`config.mk`:
```
export PLATFORM = sky130hd
export DESIGN_NAME = ipv4_dotted_quad_parser_flat
export DESIGN_NICKNAME = d
export VERILOG_FILES = /design/src/sv/dqp_pkg.sv /design/src/sv/dqp_if.sv /design/src/sv/ipv4_dotted_quad_parser.sv /design/src/flat_wrapper.sv
export SDC_FILE = /design/constraint.sdc
export NUM_CORES = 1
export LEC_CHECK = 0
export BUFFER_PORTS_ARGS = -buffer_cell sky130_fd_sc_hd__buf_2
export CORE_UTILIZATION = 45
export DETAILED_ROUTE_END_ITERATION = 16
export PLACE_DENSITY_LB_ADDON = 0.25
export SYNTH_ARGS = -nofsm -noshare
export SYNTH_HDL_FRONTEND = slang
export SYNTH_SLANG_ARGS = --single-unit
```
`constraint.sdc`:
```
create_clock -name clock -period 3.87 [get_ports clock]
set_clock_uncertainty 0.05 [all_clocks]
set_input_delay 0.774 -clock clock [delete_from_list [all_inputs] [get_ports clock]]
set_output_delay 0.774 -clock clock [all_outputs]
set_load 0.03 [all_outputs]
```
`src/sv/dqp_pkg.sv`:
```
`default_nettype none

package dqp_pkg;

   // Result status codes.
   typedef enum logic [1:0] {
      DQP_OK        = 2'd0,
      DQP_BAD_SHAPE = 2'd1,
      DQP_BAD_VALUE = 2'd2
   } dqp_status_type;

   // Characters the parser reacts to.
   localparam logic [7:0] CHAR_NUL   = 8'h00;
   localparam logic [7:0] CHAR_SPACE = 8'h20;
   localparam logic [7:0] CHAR_DOT   = 8'h2E;
   localparam logic [7:0] CHAR_ZERO  = 8'h30;
   localparam logic [7:0] CHAR_NINE  = 8'h39;

   // Limits of the dotted-quad form.
   localparam logic [9:0] MAX_BYTE   = 10'd255;
   localparam logic [2:0] MAX_DIGITS = 3'd3;
   localparam logic [2:0] GROUPS     = 3'd4;

   // Scan state carried from one character to the next.
   typedef struct packed {
      logic [9:0]  group_value;
      logic [2:0]  digits_in_group;
      logic [2:0]  dots_seen;
      logic [31:0] address_accum;
      logic        shape_bad;
      logic        convert_bad;
      logic        scan_stopped;
      logic        string_ended;
   } dqp_state_type;

endpackage

`default_nettype wire

```
`src/sv/dqp_if.sv`:
```
`default_nettype none

// Character channel into the parser.
interface dqp_req_if;
   logic       valid;
   logic       ready;
   logic [7:0] char_code;
   logic       last;

   modport source (output valid, output char_code, output last, input ready);
   modport sink   (input valid, input char_code, input last, output ready);
endinterface

// Result channel out of the parser.
interface dqp_rsp_if;
   logic        valid;
   logic        ready;
   logic [31:0] address;
   logic [1:0]  status;

   modport source (output valid, output address, output status, input ready);
   modport sink   (input valid, input address, input status, output ready);
endinterface

`default_nettype wire

```
`src/sv/ipv4_dotted_quad_parser.sv`:
```
// IPv4 dotted-decimal parser, one character per transfer.
// The req_chan channel carries one ASCII character per transfer; the transfer
// with last set closes the string. A zero character ends the string early and
// the characters after it are ignored until the transfer marked last.
// Exactly one result transfer leaves on rsp_chan for each string: the 32-bit
// address (first group in the top byte, zero unless the status is ok) and a
// status code (ok, bad shape, or shape ok but conversion rejected).
// Throughput is one character per clock unless a last character waits
// behind an untaken result. A character is captured in the input register
// and folded into the scan state in the following cycle; the result of a
// string passes from the input register into the result register, from
// which rsp_chan shows it.
// When the receiver stalls, the result register holds its transfer and the
// input register still takes one more character; characters that are not
// marked last keep flowing, since they produce no result. Only a last
// character waiting behind an untaken result holds off further input.
// Reset (synchronous, active high) empties both registers and clears the scan
// state; the block is ready for input once reset is released.
`default_nettype none

module ipv4_dotted_quad_parser (
   input wire logic    clock,
   input wire logic    reset,
   dqp_req_if.sink     req_chan,
   dqp_rsp_if.source   rsp_chan
);
   import dqp_pkg::*;

   // Input register.
   logic       in_valid_ff, in_valid_in;
   logic [7:0] in_char_ff, in_char_in;
   logic       in_last_ff, in_last_in;

   // Scan state.
   dqp_state_type st_ff, st_in;

   // Result register.
   logic           rsp_valid_ff, rsp_valid_in;
   logic [31:0]    rsp_address_ff, rsp_address_in;
   dqp_status_type rsp_status_ff, rsp_status_in;

   logic           advance;
   logic           accept;
   dqp_state_type  st_char;
   dqp_state_type  st_final;
   logic [9:0]     times_ten;
   dqp_status_type status_now;
   logic [31:0]    address_now;

   // Ends the current group: a group must have one to three digits and a
   // value no larger than a byte, otherwise the conversion is rejected.
   function automatic dqp_state_type close_group(input dqp_state_type s);
      dqp_state_type r;
      r = s;
      if (s.digits_in_group == 3'd0 || s.digits_in_group > MAX_DIGITS ||
          s.group_value > MAX_BYTE) begin
         r.convert_bad = 1'b1;
      end else begin
         r.address_accum = {s.address_accum[23:0], s.group_value[7:0]};
      end
      r.group_value     = '0;
      r.digits_in_group = '0;
      return r;
   endfunction

   // The item in the input register moves on unless it is a last character
   // whose result would overwrite one the receiver has not yet taken.
   assign advance = in_valid_ff && (!in_last_ff || !rsp_valid_ff || rsp_chan.ready);
   assign req_chan.ready = !in_valid_ff || advance;
   assign accept = req_chan.valid && req_chan.ready;

   always_comb begin
      in_valid_in = in_valid_ff;
      in_char_in  = in_char_ff;
      in_last_in  = in_last_ff;
      if (accept) begin
         in_valid_in = 1'b1;
         in_char_in  = req_chan.char_code;
         in_last_in  = req_chan.last;
      end else if (advance) begin
         in_valid_in = 1'b0;
      end
   end

   // A group holds at most two digits when another digit is appended, so the
   // value times ten stays below 1000 and fits the group register.
   assign times_ten = {st_ff.group_value[6:0], 3'b000} + {st_ff.group_value[8:0], 1'b0};

   // Fold one character into the scan state.
   always_comb begin
      st_char = st_ff;
      if (!st_ff.string_ended) begin
         if (in_char_ff == CHAR_NUL) begin
            st_char.string_ended = 1'b1;
         end else if (in_char_ff == CHAR_SPACE) begin
            // A space stops the shape scan and always rejects the conversion.
            st_char.scan_stopped = 1'b1;
            st_char.convert_bad  = 1'b1;
         end else if (!st_ff.scan_stopped) begin
            if (in_char_ff == CHAR_DOT) begin
               st_char = close_group(st_ff);
               if (st_ff.dots_seen < GROUPS) begin
                  st_char.dots_seen = st_ff.dots_seen + 3'd1;
               end
            end else if (in_char_ff inside {[CHAR_ZERO:CHAR_NINE]}) begin
               if (st_ff.digits_in_group < MAX_DIGITS) begin
                  // The low nibble of an ASCII digit is its value.
                  st_char.group_value     = times_ten + {6'd0, in_char_ff[3:0]};
                  st_char.digits_in_group = st_ff.digits_in_group + 3'd1;
               end else begin
                  // Too many digits: count saturates and the value is frozen.
                  st_char.digits_in_group = MAX_DIGITS + 3'd1;
                  st_char.shape_bad       = 1'b1;
               end
            end else begin
               st_char.shape_bad   = 1'b1;
               st_char.convert_bad = 1'b1;
            end
         end
      end
   end

   // At the end of the string the open group is closed, unless a space
   // stopped the scan, and the status is judged shape first.
   always_comb begin
      st_final = st_char;
      if (!st_char.scan_stopped) begin
         st_final = close_group(st_char);
      end
      address_now = '0;
      if (st_final.shape_bad || st_final.dots_seen != MAX_DIGITS) begin
         status_now = DQP_BAD_SHAPE;
      end else if (st_final.convert_bad) begin
         status_now = DQP_BAD_VALUE;
      end else begin
         status_now  = DQP_OK;
         address_now = st_final.address_accum;
      end
   end

   always_comb begin
      st_in          = st_ff;
      rsp_valid_in   = rsp_valid_ff;
      rsp_address_in = rsp_address_ff;
      rsp_status_in  = rsp_status_ff;
      if (rsp_chan.ready) begin
         rsp_valid_in = 1'b0;
      end
      if (advance) begin
         if (in_last_ff) begin
            // The string is finished: start the next one from a clean state.
            st_in          = '0;
            rsp_valid_in   = 1'b1;
            rsp_address_in = address_now;
            rsp_status_in  = status_now;
         end else begin
            st_in = st_char;
         end
      end
   end

   always_ff @(posedge clock) begin
      if (reset) begin
         in_valid_ff  <= 1'b0;
         st_ff        <= '0;
         rsp_valid_ff <= 1'b0;
      end else begin
         in_valid_ff  <= in_valid_in;
         st_ff        <= st_in;
         rsp_valid_ff <= rsp_valid_in;
      end
   end

   always_ff @(posedge clock) begin
      in_char_ff     <= in_char_in;
      in_last_ff     <= in_last_in;
      rsp_address_ff <= rsp_address_in;
      rsp_status_ff  <= rsp_status_in;
   end

   assign rsp_chan.valid   = rsp_valid_ff;
   assign rsp_chan.address = rsp_address_ff;
   assign rsp_chan.status  = rsp_status_ff;

endmodule

`default_nettype wire

```
`src/flat_wrapper.sv`:
```
// flat-port wrapper written by rule: the top's interface ports become plain ports
module ipv4_dotted_quad_parser_flat import dqp_pkg::*;
  (clock, reset, req_chan_valid, req_chan_char_code, req_chan_last, req_chan_ready, rsp_chan_valid, rsp_chan_address, rsp_chan_status, rsp_chan_ready);
  dqp_req_if req_chan_i ();
  dqp_rsp_if rsp_chan_i ();
  input wire logic clock;
  input wire logic reset;
  input wire logic [$bits(req_chan_i.valid)-1:0] req_chan_valid;
  input wire logic [$bits(req_chan_i.char_code)-1:0] req_chan_char_code;
  input wire logic [$bits(req_chan_i.last)-1:0] req_chan_last;
  output wire logic [$bits(req_chan_i.ready)-1:0] req_chan_ready;
  output wire logic [$bits(rsp_chan_i.valid)-1:0] rsp_chan_valid;
  output wire logic [$bits(rsp_chan_i.address)-1:0] rsp_chan_address;
  output wire logic [$bits(rsp_chan_i.status)-1:0] rsp_chan_status;
  input wire logic [$bits(rsp_chan_i.ready)-1:0] rsp_chan_ready;
  assign req_chan_i.valid = req_chan_valid;
  assign req_chan_i.char_code = req_chan_char_code;
  assign req_chan_i.last = req_chan_last;
  assign req_chan_ready = req_chan_i.ready;
  assign rsp_chan_valid = rsp_chan_i.valid;
  assign rsp_chan_address = rsp_chan_i.address;
  assign rsp_chan_status = rsp_chan_i.status;
  assign rsp_chan_i.ready = rsp_chan_ready;
  ipv4_dotted_quad_parser u_core (.clock(clock), .reset(reset), .req_chan(req_chan_i), .rsp_chan(rsp_chan_i));
endmodule
```
== Yosys cells after proc, flatten, opt, wreduce, memory -nomap -nowiden ==
Cells that the tools add are included.
W data, S select, Z words.

* Logic and storage cells: 78
* Bits of input ports: 13
* Bits in registers: 97
* Output and inout bits: 36

* Magnitude comparators: 8
* Reduce and logical (&&, ||, !) cells: 20
* $add $sub $neg: 4
* Equal/unequal tests: 3
* Mux-type cells: 29

{| class="wikitable"
|+ Operators by type and width
! operator !! count
|-
| $mux W52 || 3
|-
| $mux W32 || 2
|-
| $mux W51 || 1
|-
| $mux W49 || 1
|-
| $mux W36 || 1
|-
| $mux W35 || 1
|-
| $mux W13 || 2
|-
| $gt A10 B8 Y1 const B || 2
|-
| $eq A8 B6 Y1 const B || 2
|-
| $mux W1 || 12
|-
| $add A10 B10 Y10 || 1
|-
| $add A10 B4 Y10 || 1
|-
| $mux W10 || 1
|-
| $ge A8 B6 Y1 const B || 1
|-
| $le A8 B6 Y1 const B || 1
|-
| $logic_not A8 Y1 || 1
|-
| $logic_or A1 B1 Y1 || 8
|-
| $add A3 B1 Y3 const B || 2
|-
| $gt A3 B2 Y1 const B || 2
|-
| $logic_not A3 Y1 || 2
|-
| $mux W2 || 3
|-
| $mux W3 || 2
|-
| $logic_and A1 B1 Y1 || 3
|-
| $logic_not A1 Y1 || 3
|-
| 6 further kinds || 6
|}

== Longest topological paths before layout ==
* Depth after elaboration: 16
* Depth in mapped cells: 14

== Least setup slack after synthesis ==
No wires, ideal clock.

* Kind: reg2reg
* From: register u_core.st_ff[42] (netlist name)
* To: register u_core.rsp_address_ff[10] (netlist: u_core.rsp_chan.address[10]) (data pin)
* Required time: 3,566 ps
* Slack: 434 ps
* Stages on the path, launching flop included: 15
* Library setup time: 254 ps
* Period minus slack after synthesis: 3,436 ps
* Arrival: 3,132 ps
* Cell sequence: dfxtp_1 > inv_1 > fa_1 > inv_1 > fa_1 > a211oi_1 > o21ai_0 > a21o_1 > a32oi_1 > nand4_1 > o21bai_1 > buf_4 > buf_2 > mux2i_1 > nor2_1

* Word-level cells in the longest chain between the ends: 14
* Elaborated cells on any way between the ends: 22
* Those cells by class: 2 x add/sub; 2 x order compare; 15 x mux; 3 x reduce/logical

{| class="wikitable"
|+ RTL lines
! what !! RTL line !! source
|-
| start, declared || ipv4_dotted_quad_parser.sv:35 || <nowiki>dqp_state_type st_ff, st_in;</nowiki>
|-
| start signal, assigned || ipv4_dotted_quad_parser.sv:169 || <nowiki>st_ff <= st_in;</nowiki>
|-
| $add A10 B10 Y10 || ipv4_dotted_quad_parser.sv:87 || <nowiki>assign times_ten = {st_ff.group_value[6:0], 3'b000} + {st_ff.group_value[8:0], 1'b0};</nowiki>
|-
| $add A10 B4 Y10 || ipv4_dotted_quad_parser.sv:108 || <nowiki>st_char.group_value = times_ten + {6'd0, in_char_ff[3:0]};</nowiki>
|-
| $mux W10 || ipv4_dotted_quad_parser.sv:106 || <nowiki>if (st_ff.digits_in_group < MAX_DIGITS) begin</nowiki>
|-
| $mux W13 || ipv4_dotted_quad_parser.sv:105 || <nowiki>end else if (in_char_ff inside {[CHAR_ZERO:CHAR_NINE]}) begin</nowiki>
|-
| $mux W13 || ipv4_dotted_quad_parser.sv:100 || <nowiki>if (in_char_ff == CHAR_DOT) begin</nowiki>
|-
| $mux W52 || ipv4_dotted_quad_parser.sv:99 || <nowiki>end else if (!st_ff.scan_stopped) begin</nowiki>
|-
| $mux W49 || ipv4_dotted_quad_parser.sv:95 || <nowiki>end else if (in_char_ff == CHAR_SPACE) begin</nowiki>
|-
| $mux W51 || ipv4_dotted_quad_parser.sv:93 || <nowiki>if (in_char_ff == CHAR_NUL) begin</nowiki>
|-
| $mux W52 (*) || ipv4_dotted_quad_parser.sv:92 || <nowiki>if (!st_ff.string_ended) begin</nowiki>
|-
| $gt A10 B8 Y1 || ipv4_dotted_quad_parser.sv:56 || <nowiki>s.group_value > MAX_BYTE) begin</nowiki>
|-
| $logic_or A1 B1 Y1 || ipv4_dotted_quad_parser.sv:55 || <nowiki>if (s.digits_in_group == 3'd0 || s.digits_in_group > MAX_DIGITS ||</nowiki>
|-
| $mux W1 || ipv4_dotted_quad_parser.sv:55 ||
|-
| $mux W36 (*) || ipv4_dotted_quad_parser.sv:127 || <nowiki>if (!st_char.scan_stopped) begin</nowiki>
|-
| $reduce_or A2 Y1 (no line) || -- ||
|-
| end signal, assigned || ipv4_dotted_quad_parser.sv:177 || <nowiki>rsp_address_ff <= rsp_address_in;</nowiki>
|-
| end, declared || ipv4_dotted_quad_parser.sv:39 || <nowiki>logic [31:0] rsp_address_ff, rsp_address_in;</nowiki>
|}

Every way passes the cells marked *; elsewhere a longest branch is shown, timed or not.
A chain may end at the register's enable or synchronous reset.

== Final worst setup path ==
* From: register u_core.st_ff[42] (netlist name)
* To: register u_core.rsp_address_ff[0] (netlist: u_core.rsp_chan.address[0]) (data pin)

The elaborated chain is that of the path after synthesis.

==> run_results.csv <==
group,metric,value,unit
outcome,status,"finished clean",
clock_tree,clk_latency,360,ps
worst_setup_path,slowest_stage,"fa_1",
floorplanning,fp.dieArea,0.0107,mm2
timing,max-slew-margin-rel,34.6,%
yosys,synth_area_leaders,"edfxtp_1, dfxtp_1, nor2_1, a22oi_1, mux2i_1",
timing,setup_violations,0,
clock_tree,cts_hold_buffers,0,
global_routing,antenna_found_initial,0,
global_routing,gr-total-overflow,0,
clock_tree,cts_resized,0,
clock_tree,cts_root_buf,"clkbuf_8",
cells_and_area,final_nets,526,
worst_setup_path,crit_chain,"inv_1 -> fa_1 -> inv_1 -> fa_1 -> a211oi_1 -> o21ai_0 -> a21o_1 -> a32oi_1 -> nand3_1 -> o21a_1 -> or3_4 -> a211oi_1",
floorplanning,die_w,104,um
yosys,synth_fp_nets,480,
detailed_routing,drcViolationCount,0,
pwr,power.leakage,0.00206,uW
clock_tree,clk_pin_slew,90,ps
run,maxCapViolations,0,
detailed_routing,drtAntennaViolNets,0,
pwr,p_per_area,356,mW/mm2
global_routing,first_global_vias,3343,
global_routing,grt_max_degree,52,
detailed_routing,drt_wl_total,10100,um
yosys,syn_inst,447,
timing,period_minus_slack,3630,ps
clock_tree,cts_setup_buffers,0,
detailed_routing,vias,3558,
floorplanning,die_h,104,um
clock_tree,clockBufferDepth,2,
worst_setup_path,ff2ff_path_depth,12,
clock_tree,clock-sinks,97,
yosys,yosys_warnings,0,
pwr,vdd_drop_max,0.204,mV
cells_and_area,drive_gt1_share,19.7,%
yosys,synth-seq-area-share,51.0,%
clock_tree,htree_levels,3,
worst_setup_path,required,3960,ps
min_path,min_path_cells,2,
worst_setup_path,start_kind,"flop",
yosys,synth_edf_count,43,
worst_setup_path,cp_max_fo,9,
yosys,synth_area_per_cell,10.4,um2
cells_and_area,finish.utilization,53.2,%
yosys,synth.largest_area_cell,"edfxtp_1",
yosys,synth_area,0.00465,mm2
worst_setup_path,slowest_delay,520,ps
timing,hold_viol,0,
clock_tree,numCtsBuffers,9,
yosys,ys_async_sr_fraction,0,%
yosys,synth-seq-cells,97,
global_routing,grtUsageTotal,19.2,%
detailed_routing,viasPerCell,5.64,
clock_tree,cts_tree,"built",
detailed_routing,avgRoutedWirePerCell,16.0,um
cells_and_area,n_antenna_cell,0,
timing,fmax,0.275,GHz
detailed_routing,drt_iter0_markers,163,
timing,fin_crit_sh,93.9,%
yosys,synth_top_area_share,27.8,%
floorplanning,coreArea,0.00991,mm2
global_routing,grt_pass1_wl,16600,um
cells_and_area,area_growth,13.3,%
floorplanning,io_pins,49,
min_path,hp-class,"reg -> reg",
placed_design,gp_congestion,0.890,
worst_setup_path,path_class,"reg -> reg",
timing,final.setup.tns,0,ps
worst_setup_path,endpoint_kind,"flop",
detailed_routing,drt_pass1_iterations,4,
worst_setup_path,worstPathArrival,3730,ps
floorplanning,rows,36,
worst_setup_path,reg2reg_slack,240,ps
placed_design,io_buffers,48,
timing,rsz0062_at_grt,"false",
timing,tightest_slew,981,ps
placed_design,dp_hpwl,6990,um
yosys,yosys_most_used_dff,"dfxtp_1",
yosys,ys_types,53,
timing,slew_violations,0,
floorplanning,start_util,46.9,%
state kept, by name, indices dropped and copies added (netlist names):
name	cells
u_core.in_valid_ff	1
u_core.st_ff	52
u_core.rsp_chan.status	2
u_core.in_last_ff	1
u_core.rsp_chan.address	32
u_core.rsp_chan.valid	1
u_core.in_char_ff	8
worst max-delay path: cells and delay by family, from the launching register on:
family          cells  cell delay [ps]
flops               1              350
simple gates        2              570
buf+inv             2              130
fa+ha+maj           2             1000
compound gates      6             1310
through the flow:
step	cells	area, um2	setup WS [ps]	total power (uW)	hold WS (ps)
finish	631	5270	235	1870	438
global route	631	5270	45.1	1930	484
global placement	615	5050	211	1190	408
CTS	631	5270	90.7	1890	446
detailed placement	615	5050	120	1190	423
floorplan	447	4650	434	1160	391
cell usage in the layout (no fill, tap or decap), types with 4 or more instances in the layout:
cell type  count
nand3_1        7
edfxtp_1      43
nor3_1        10
nor2b_1        6
a211oi_2       5
a22oi_1       41
buf_2         48
inv_1         10
ha_1          18
a32oi_1        5
a21oi_1       19
o21ai_0        9
a21o_1         7
a211oi_1      11
nand2_1        8
clkbuf_8      10
buf_4         14
nor2_1        91
and2b_1        4
dfxtp_1       54
mux2i_1       25
cells in the mapped netlist, types with 7 or more instances:
| library cell | instances |
|---|---|
| inv_1 | 10 |
| nor2_1 | 91 |
| a21o_1 | 7 |
| clkbuf_1 | 16 |
| a22oi_1 | 41 |
| o21ai_0 | 9 |
| nand2_1 | 8 |
| a21oi_1 | 19 |
| ha_1 | 18 |
| edfxtp_1 | 43 |
| mux2i_1 | 25 |
| dfxtp_1 | 54 |
| a211oi_1 | 11 |
| nand3_1 | 7 |
| nor3_1 | 10 |
layer usage:
layer / vias up / global-route usage, % / wire, um
met5: - / 0 / 0
met4: 0 / 4.90 / 125
met3: 12 / 2.83 / 385
met2: 88 / 31.6 / 4690
met1: 1723 / 26.5 / 4900
li1: 1735 / - / -
logic make-up (layout without fill, tap and decap cells):
logic type                 after synthesis  count (layout)  share of synthesized area (%)
muxes                                   27              27                           5.86
DFF                                     97              97                           51.0
and+or+nand+nor                        149             149                           15.3
adders and majority gates               20              20                           5.70
AOI/OAI and AO/OA                      110             110                           17.1
buffers and inverters                   38              89                           3.87
xor gates and xnor gates                 6               6                           1.13
path summary, 6_finish.rpt:
path | startpoint | to
worst max-delay path | u_core.st_ff[42] | u_core.rsp_chan.address[0]
worst min register to register | u_core.st_ff[3] | u_core.st_ff[3]
worst min-delay path | u_core.st_ff[3] | u_core.st_ff[3]
worst max register to register | u_core.st_ff[42] | u_core.rsp_chan.address[0]
final cells by class:
type / instances / area [um2]
clock inverter: 6 / 80.1
multi-input combinational: 312 / 2110
fill: 924 / 4640
inverter: 10 / 37.5
sequential: 97 / 2370
tap: 133 / 166
clock buffer: 10 / 138
timing repair buffer: 63 / 365
where the power goes:
part	switching (uW)	total, uW	internal (uW)
combinational	56.6	80.4	23.8
sequential	6.91	1080	1080
clock	379	712	333
Power figures use the tool's default switching activity.
